<file path="src/aes_ctr_pkg.sv">
package aes_ctr_pkg;

  // Round key store: one 128-bit row per AES round key, up to 15 rows.
  localparam int RK_ROWS  = 15;
  localparam int RK_WIDTH = 128;
  localparam int RK_AW    = $clog2(RK_ROWS);

  // Configuration register indexes
  localparam logic [2:0] REG_KEY0   = 3'd0;
  localparam logic [2:0] REG_KEY1   = 3'd1;
  localparam logic [2:0] REG_KEY2   = 3'd2;
  localparam logic [2:0] REG_KEY3   = 3'd3;
  localparam logic [2:0] REG_IV_UP  = 3'd4;
  localparam logic [2:0] REG_IV_MID = 3'd5;
  localparam logic [2:0] REG_KSIZE  = 3'd6;
  localparam logic [2:0] REG_OFFSET = 3'd7;

  // Key size codes; the unused code behaves as a 256-bit key
  localparam logic [1:0] KSZ_128 = 2'd0;
  localparam logic [1:0] KSZ_192 = 2'd1;

  typedef struct packed {
    logic [7:0] data_in;
    logic       last_in;
  } req_t;

  typedef struct packed {
    logic [7:0] data_out;
    logic       last_out;
  } res_t;

  // Keystream queue head, front to back
  typedef struct packed {
    logic         valid;
    logic [127:0] block;
  } ks_stat_t;

  // Back to front: release the head block, or drop everything and restart
  typedef struct packed {
    logic pop;
    logic flush;
  } ks_ctl_t;

  localparam logic [7:0] SBOX [0:255] = '{
    8'h63,8'h7c,8'h77,8'h7b,8'hf2,8'h6b,8'h6f,8'hc5,8'h30,8'h01,8'h67,8'h2b,8'hfe,8'hd7,8'hab,8'h76,
    8'hca,8'h82,8'hc9,8'h7d,8'hfa,8'h59,8'h47,8'hf0,8'had,8'hd4,8'ha2,8'haf,8'h9c,8'ha4,8'h72,8'hc0,
    8'hb7,8'hfd,8'h93,8'h26,8'h36,8'h3f,8'hf7,8'hcc,8'h34,8'ha5,8'he5,8'hf1,8'h71,8'hd8,8'h31,8'h15,
    8'h04,8'hc7,8'h23,8'hc3,8'h18,8'h96,8'h05,8'h9a,8'h07,8'h12,8'h80,8'he2,8'heb,8'h27,8'hb2,8'h75,
    8'h09,8'h83,8'h2c,8'h1a,8'h1b,8'h6e,8'h5a,8'ha0,8'h52,8'h3b,8'hd6,8'hb3,8'h29,8'he3,8'h2f,8'h84,
    8'h53,8'hd1,8'h00,8'hed,8'h20,8'hfc,8'hb1,8'h5b,8'h6a,8'hcb,8'hbe,8'h39,8'h4a,8'h4c,8'h58,8'hcf,
    8'hd0,8'hef,8'haa,8'hfb,8'h43,8'h4d,8'h33,8'h85,8'h45,8'hf9,8'h02,8'h7f,8'h50,8'h3c,8'h9f,8'ha8,
    8'h51,8'ha3,8'h40,8'h8f,8'h92,8'h9d,8'h38,8'hf5,8'hbc,8'hb6,8'hda,8'h21,8'h10,8'hff,8'hf3,8'hd2,
    8'hcd,8'h0c,8'h13,8'hec,8'h5f,8'h97,8'h44,8'h17,8'hc4,8'ha7,8'h7e,8'h3d,8'h64,8'h5d,8'h19,8'h73,
    8'h60,8'h81,8'h4f,8'hdc,8'h22,8'h2a,8'h90,8'h88,8'h46,8'hee,8'hb8,8'h14,8'hde,8'h5e,8'h0b,8'hdb,
    8'he0,8'h32,8'h3a,8'h0a,8'h49,8'h06,8'h24,8'h5c,8'hc2,8'hd3,8'hac,8'h62,8'h91,8'h95,8'he4,8'h79,
    8'he7,8'hc8,8'h37,8'h6d,8'h8d,8'hd5,8'h4e,8'ha9,8'h6c,8'h56,8'hf4,8'hea,8'h65,8'h7a,8'hae,8'h08,
    8'hba,8'h78,8'h25,8'h2e,8'h1c,8'ha6,8'hb4,8'hc6,8'he8,8'hdd,8'h74,8'h1f,8'h4b,8'hbd,8'h8b,8'h8a,
    8'h70,8'h3e,8'hb5,8'h66,8'h48,8'h03,8'hf6,8'h0e,8'h61,8'h35,8'h57,8'hb9,8'h86,8'hc1,8'h1d,8'h9e,
    8'he1,8'hf8,8'h98,8'h11,8'h69,8'hd9,8'h8e,8'h94,8'h9b,8'h1e,8'h87,8'he9,8'hce,8'h55,8'h28,8'hdf,
    8'h8c,8'ha1,8'h89,8'h0d,8'hbf,8'he6,8'h42,8'h68,8'h41,8'h99,8'h2d,8'h0f,8'hb0,8'h54,8'hbb,8'h16
  };

  function automatic logic [7:0] xtime(input logic [7:0] a);
    return {a[6:0], 1'b0} ^ (a[7] ? 8'h1b : 8'h00);
  endfunction

  function automatic logic [31:0] sub_word(input logic [31:0] w);
    return {SBOX[w[31:24]], SBOX[w[23:16]], SBOX[w[15:8]], SBOX[w[7:0]]};
  endfunction

  // One AES round without the key add; byte 0 sits in the top bits.
  function automatic logic [127:0] aes_round(input logic [127:0] s, input logic final_rnd);
    logic [7:0]   b [16];
    logic [7:0]   t [16];
    logic [7:0]   all_x;
    logic [127:0] o;
    for (int i = 0; i < 16; i++) begin
      b[i] = SBOX[s[127-8*i -: 8]];
    end
    for (int c = 0; c < 4; c++) begin
      for (int r = 0; r < 4; r++) begin
        t[r+4*c] = b[r+4*((c+r)&3)];
      end
    end
    for (int c = 0; c < 4; c++) begin
      all_x = t[4*c] ^ t[4*c+1] ^ t[4*c+2] ^ t[4*c+3];
      if (final_rnd) begin
        o[127-32*c -: 32] = {t[4*c], t[4*c+1], t[4*c+2], t[4*c+3]};
      end else begin
        o[127-32*c -: 8]  = t[4*c]   ^ all_x ^ xtime(t[4*c]   ^ t[4*c+1]);
        o[119-32*c -: 8]  = t[4*c+1] ^ all_x ^ xtime(t[4*c+1] ^ t[4*c+2]);
        o[111-32*c -: 8]  = t[4*c+2] ^ all_x ^ xtime(t[4*c+2] ^ t[4*c+3]);
        o[103-32*c -: 8]  = t[4*c+3] ^ all_x ^ xtime(t[4*c+3] ^ t[4*c]);
      end
    end
    return o;
  endfunction

endpackage

</file>
<file path="src/aes_ctr_back.sv">
module aes_ctr_back
  import aes_ctr_pkg::*;
(
  input  logic       clk,
  input  logic       rst,
  input  logic       hold,
  input  logic [3:0] start_pos,
  input  logic       push,
  output logic       full,
  input  req_t       request,
  output logic       empty,
  input  logic       pop,
  output res_t       result,
  input  ks_stat_t   stat,
  output ks_ctl_t    ctl
);

  logic [3:0] pos;
  logic       in_msg;
  res_t       ob [2];
  logic [1:0] cnt;

  logic       accept, pop_ok;
  logic [3:0] pos_used;
  res_t       res_new;

  always_comb begin
    full     = (cnt == 2'd2) || !stat.valid || hold;
    accept   = push && !full;
    pop_ok   = pop && (cnt != 2'd0);
    pos_used = in_msg ? pos : start_pos;
    res_new.data_out = request.data_in ^ stat.block[127 - 8*pos_used -: 8];
    res_new.last_out = request.last_in;
    ctl.flush = accept && request.last_in;
    ctl.pop   = accept && !request.last_in && (pos_used == 4'd15);
  end

  assign empty  = (cnt == 2'd0);
  assign result = ob[0];

  always_ff @(posedge clk) begin
    if (rst) begin
      in_msg <= 1'b0;
      pos    <= '0;
      cnt    <= '0;
    end else begin
      if (accept) begin
        in_msg <= !request.last_in;
        pos    <= pos_used + 4'd1;
      end
      cnt <= cnt + {1'b0, accept} - {1'b0, pop_ok};
    end
  end

  always_ff @(posedge clk) begin
    if (pop_ok) begin
      ob[0] <= ob[1];
    end
    if (accept) begin
      if (cnt - {1'b0, pop_ok} == 2'd0) begin
        ob[0] <= res_new;
      end else begin
        ob[1] <= res_new;
      end
    end
  end

endmodule

</file>
<file path="config.mk">
export PLATFORM = sky130hd
export DESIGN_NAME = aes_ctr_back
export DESIGN_NICKNAME = d
export VERILOG_FILES = /design/src/aes_ctr_pkg.sv /design/src/aes_ctr_back.sv
export SDC_FILE = /design/constraint.sdc
export NUM_CORES = 1
export LEC_CHECK = 0
export BUFFER_PORTS_ARGS = -buffer_cell sky130_fd_sc_hd__buf_2
export CAP_MARGIN = 30
export CORE_UTILIZATION = 46
export CTS_CLUSTER_DIAMETER = 50
export DETAILED_ROUTE_END_ITERATION = 7
export PLACE_DENSITY = 0.88
export REMOVE_ABC_BUFFERS = 1
export SYNTH_ARGS = -nofsm -noshare
export SYNTH_HDL_FRONTEND = slang
export SYNTH_SLANG_ARGS = --single-unit
</file>
<file path="constraint.sdc">
create_clock -name clk -period 7.1 [get_ports clk]
set_clock_uncertainty 0.15 [all_clocks]
set_input_delay 1.065 -clock clk [delete_from_list [all_inputs] [get_ports clk]]
set_output_delay 1.065 -clock clk [all_outputs]
set_load 0.01 [all_outputs]
</file>
==> metrics.md <==
| Metric | Value |
|---|---|
| Status | `completed` |
| Worst-path fanout max | `38` |
| Slew Viols, Final | `0` |
| Cell area power density | `164 mW/mm^2` |
| DR DRC count | `0` |
| Top cell type by total area after synthesis | `edfxtp_1` |
| Total congestion overflow | `0` |
| Top_reg_cell synth | `edfxtp_1` |
| Synthesis-to-finish area growth | `35.6%` |
| CTS tree | `yes` |
| CTS H-tree lvls | `1` |
| Peak Freq | `0.258 GHz` |
| Critical path origin | `start_pos[0]` |
| Worst-Margin Slew | `1010 ps` |
| Setup slack after layout | `3220 ps` |
| Buffers & Inverters on Critical Path | `2` |
| Post-route ant nets | `0` |
| Vias per cell | `5.73` |
| Relative slew slack | `32.9%` |
| # nets final | `499` |
| VDD IR max | `94.4 uV` |
| FFs w/ async S/R, synth | `0%` |
| Post-CTS Setup Repair Bufs | `0` |
| Die H | `73.1 um` |
| Total number of vias | `2376` |
| Die ar. | `0.00535 sq mm` |
| Worst Hold Class | `reg2reg` |
| Commonest non-fill, non-tap cell in the layout | `buf_2` |
| Drt pass-1 iters | `7` |
| Initial Util | `48.6%` |
| Vias in the first global route | `2288` |
| Max clock buf depth | `2` |
| Top post-synthesis cells by area | `edfxtp_1 (23%), mux2i_1 (19%), mux4_2 (14%), dfxtp_1 (6.0%), o221ai_1 (6.0%)` |
| CTS Buf Count | `3` |
| Fraction of layout cells with a size suffix above 1 | `55.7%` |
| DIE WIDTH | `73.1 um` |
| Setup violators final | `0` |
| Clock latency on the worst-skew pair | `270 ps` |
| Final hold violation count | `0` |
| HPWL Detailed | `5.82 mm` |
| Max-cap violation count | `0` |
| Top Ports | `160` |
| Clock transition at path regs | `90 ps` |
| Distinct cell type count of the synthesized netlist | `34` |
| Setup crit end kind | `register` |
| Number of synthesis warnings | `0` |
| Post-synth EDFFs | `18` |
| Mapped Cells | `201` |
| Area of the mapped netlist | `0.00233 sq mm` |
| I/O Buffers | `159` |
| Post-Route Setup TNS | `0 ps` |
| Crit path DAT | `3760 ps` |
| Wirelength per Cell | `17.1 um` |
| Critical path's largest stage delay | `620 ps` |
| Post-CTS Hold Fix Bufs | `0` |
| Iteration-0 DRC Markers | `146` |
| Clock Root Buffer | `clkbuf_8` |
| Initial antenna violation count | `0` |
| Clock Sinks | `25` |
| Final Non-Filler Cells | `415` |
| Gr usage total | `26.0%` |
| RSZ-0062 raised after global routing | `no` |
| Top-area cell type share of the netlist area | `23.2%` |
| Largest net degree at the start of global routing | `39` |
| Placed Cells | `411` |
| Startpoint Class | `primary input` |
| Synth Area per Inst | `11.6 sq um` |
| CP Cell Sequence | `buf_2, mux2i_4, buf_4, mux4_2, a222oi_1, xnor2_1, mux2_2` |
| First-pass GRT wire length | `10.5 mm` |
| Antenna fix cells | `0` |
| Post-cts repair resize count | `0` |
| RR Startpoint | `in_msg` |
| Req. time, crit path | `6980 ps` |
| Pleak | `1.52 nW` |
| DRT Wirelength | `7.11 mm` |
| Core Region | `0.00479 sq mm` |
| Commonest cells after routing, fill and taps aside | `buf_2 (160), mux2i_1 (43), edfxtp_1 (18)` |
| Pre-CTS setup slack | `2920 ps` |
| Slowest CP cell | `buf_4` |
| FF+latch count, synth | `25` |
| Crit Path Category | `in2reg` |
| Sequential fraction of the synthesis area | `29.3%` |
| Worst Hold Slack | `413 ps` |
| Final min period | `3880 ps` |
| Gpl congestion | `0.806` |
| Final period util | `54.7%` |
| Top delay family on crit path | `multiplexers` |
| Worst hold start | `ob[0][15]` |
| Std cell rows | `25` |
-- per-layer routing --
| layer | up-vias | wire length, um | GRT usage [%] |
|---|---|---|---|
| met5 | - | 0 | 0 |
| met4 | 0 | 173 | 8.93 |
| met3 | 22 | 514 | 3.31 |
| met2 | 154 | 3860 | 48.1 |
| met1 | 1102 | 2560 | 30.8 |
| li1 | 1098 | - | - |
-- power by group --
part	internal, mW	leakage, nW	switching [mW]
sequential	0.185	0.222	0.0124
clock	0.0393	0.0255	0.0461
combinational	0.119	1.27	0.116
-- state kept, by name, summed over array words and instances, names as in the netlist --
| register | count |
|---|---|
| cnt | 2 |
| in_msg | 1 |
| ob | 18 |
| pos | 4 |
-- through the flow --
step	utilization (%)	area [sq um]	total power [mW]
floorplan	-	2190	0.348
global route	65.9	3150	0.546
detailed placement	64.9	3110	0.436
finish	65.9	3150	0.518
CTS	65.9	3150	0.517
global placement	64.7	3100	0.426
-- cells by family after synthesis --
logic type,after synthesis,synth area share (%)
adders and majority gates,3,1.61
buffers and inverters,29,7.37
muxes,68,37.4
and+or+nand+nor,27,5.70
AOI/OAI and AO/OA,37,14.1
DFF,25,29.3
xor gates and xnor gates,12,4.52
-- layout make-up --
| cell class | count | area [sq um] |
|---|---|---|
| well taps | 67 | 83.8 |
| repair buffers | 163 | 823 |
| flip-flops and latches | 25 | 681 |
| inverters | 9 | 33.8 |
| clock buffers | 3 | 41.3 |
| clock inverters | 1 | 5.00 |
| multi-input cells | 147 | 1490 |
| fillers | 385 | 1630 |
-- worst paths after layout --
check | end | slack (ps) | cells after the start
max | ob[0][1] | 3220 | 7
min | ob[0][6] | 410 | 1
max reg2reg | ob[0][1] | 3260 | 6
min reg2reg | ob[0][6] | 410 | 1
-- synthesized netlist by cell type (all sizes together) (2+ instances only) --
| cell | n |
|---|---|
| a222oi | 7 |
| nand2 | 2 |
| o221ai | 16 |
| nand2b | 5 |
| dfxtp | 7 |
| a32oi | 2 |
| ha | 3 |
| clkbuf | 2 |
| edfxtp | 18 |
| mux2 | 9 |
| a21oi | 3 |
| mux4 | 14 |
| buf | 18 |
| o22ai | 2 |
| inv | 9 |
| nor2b | 4 |
| mux2i | 45 |
| nor2 | 12 |
| xnor2 | 11 |
| o32ai | 2 |
(Power assumes the default switching activity.)
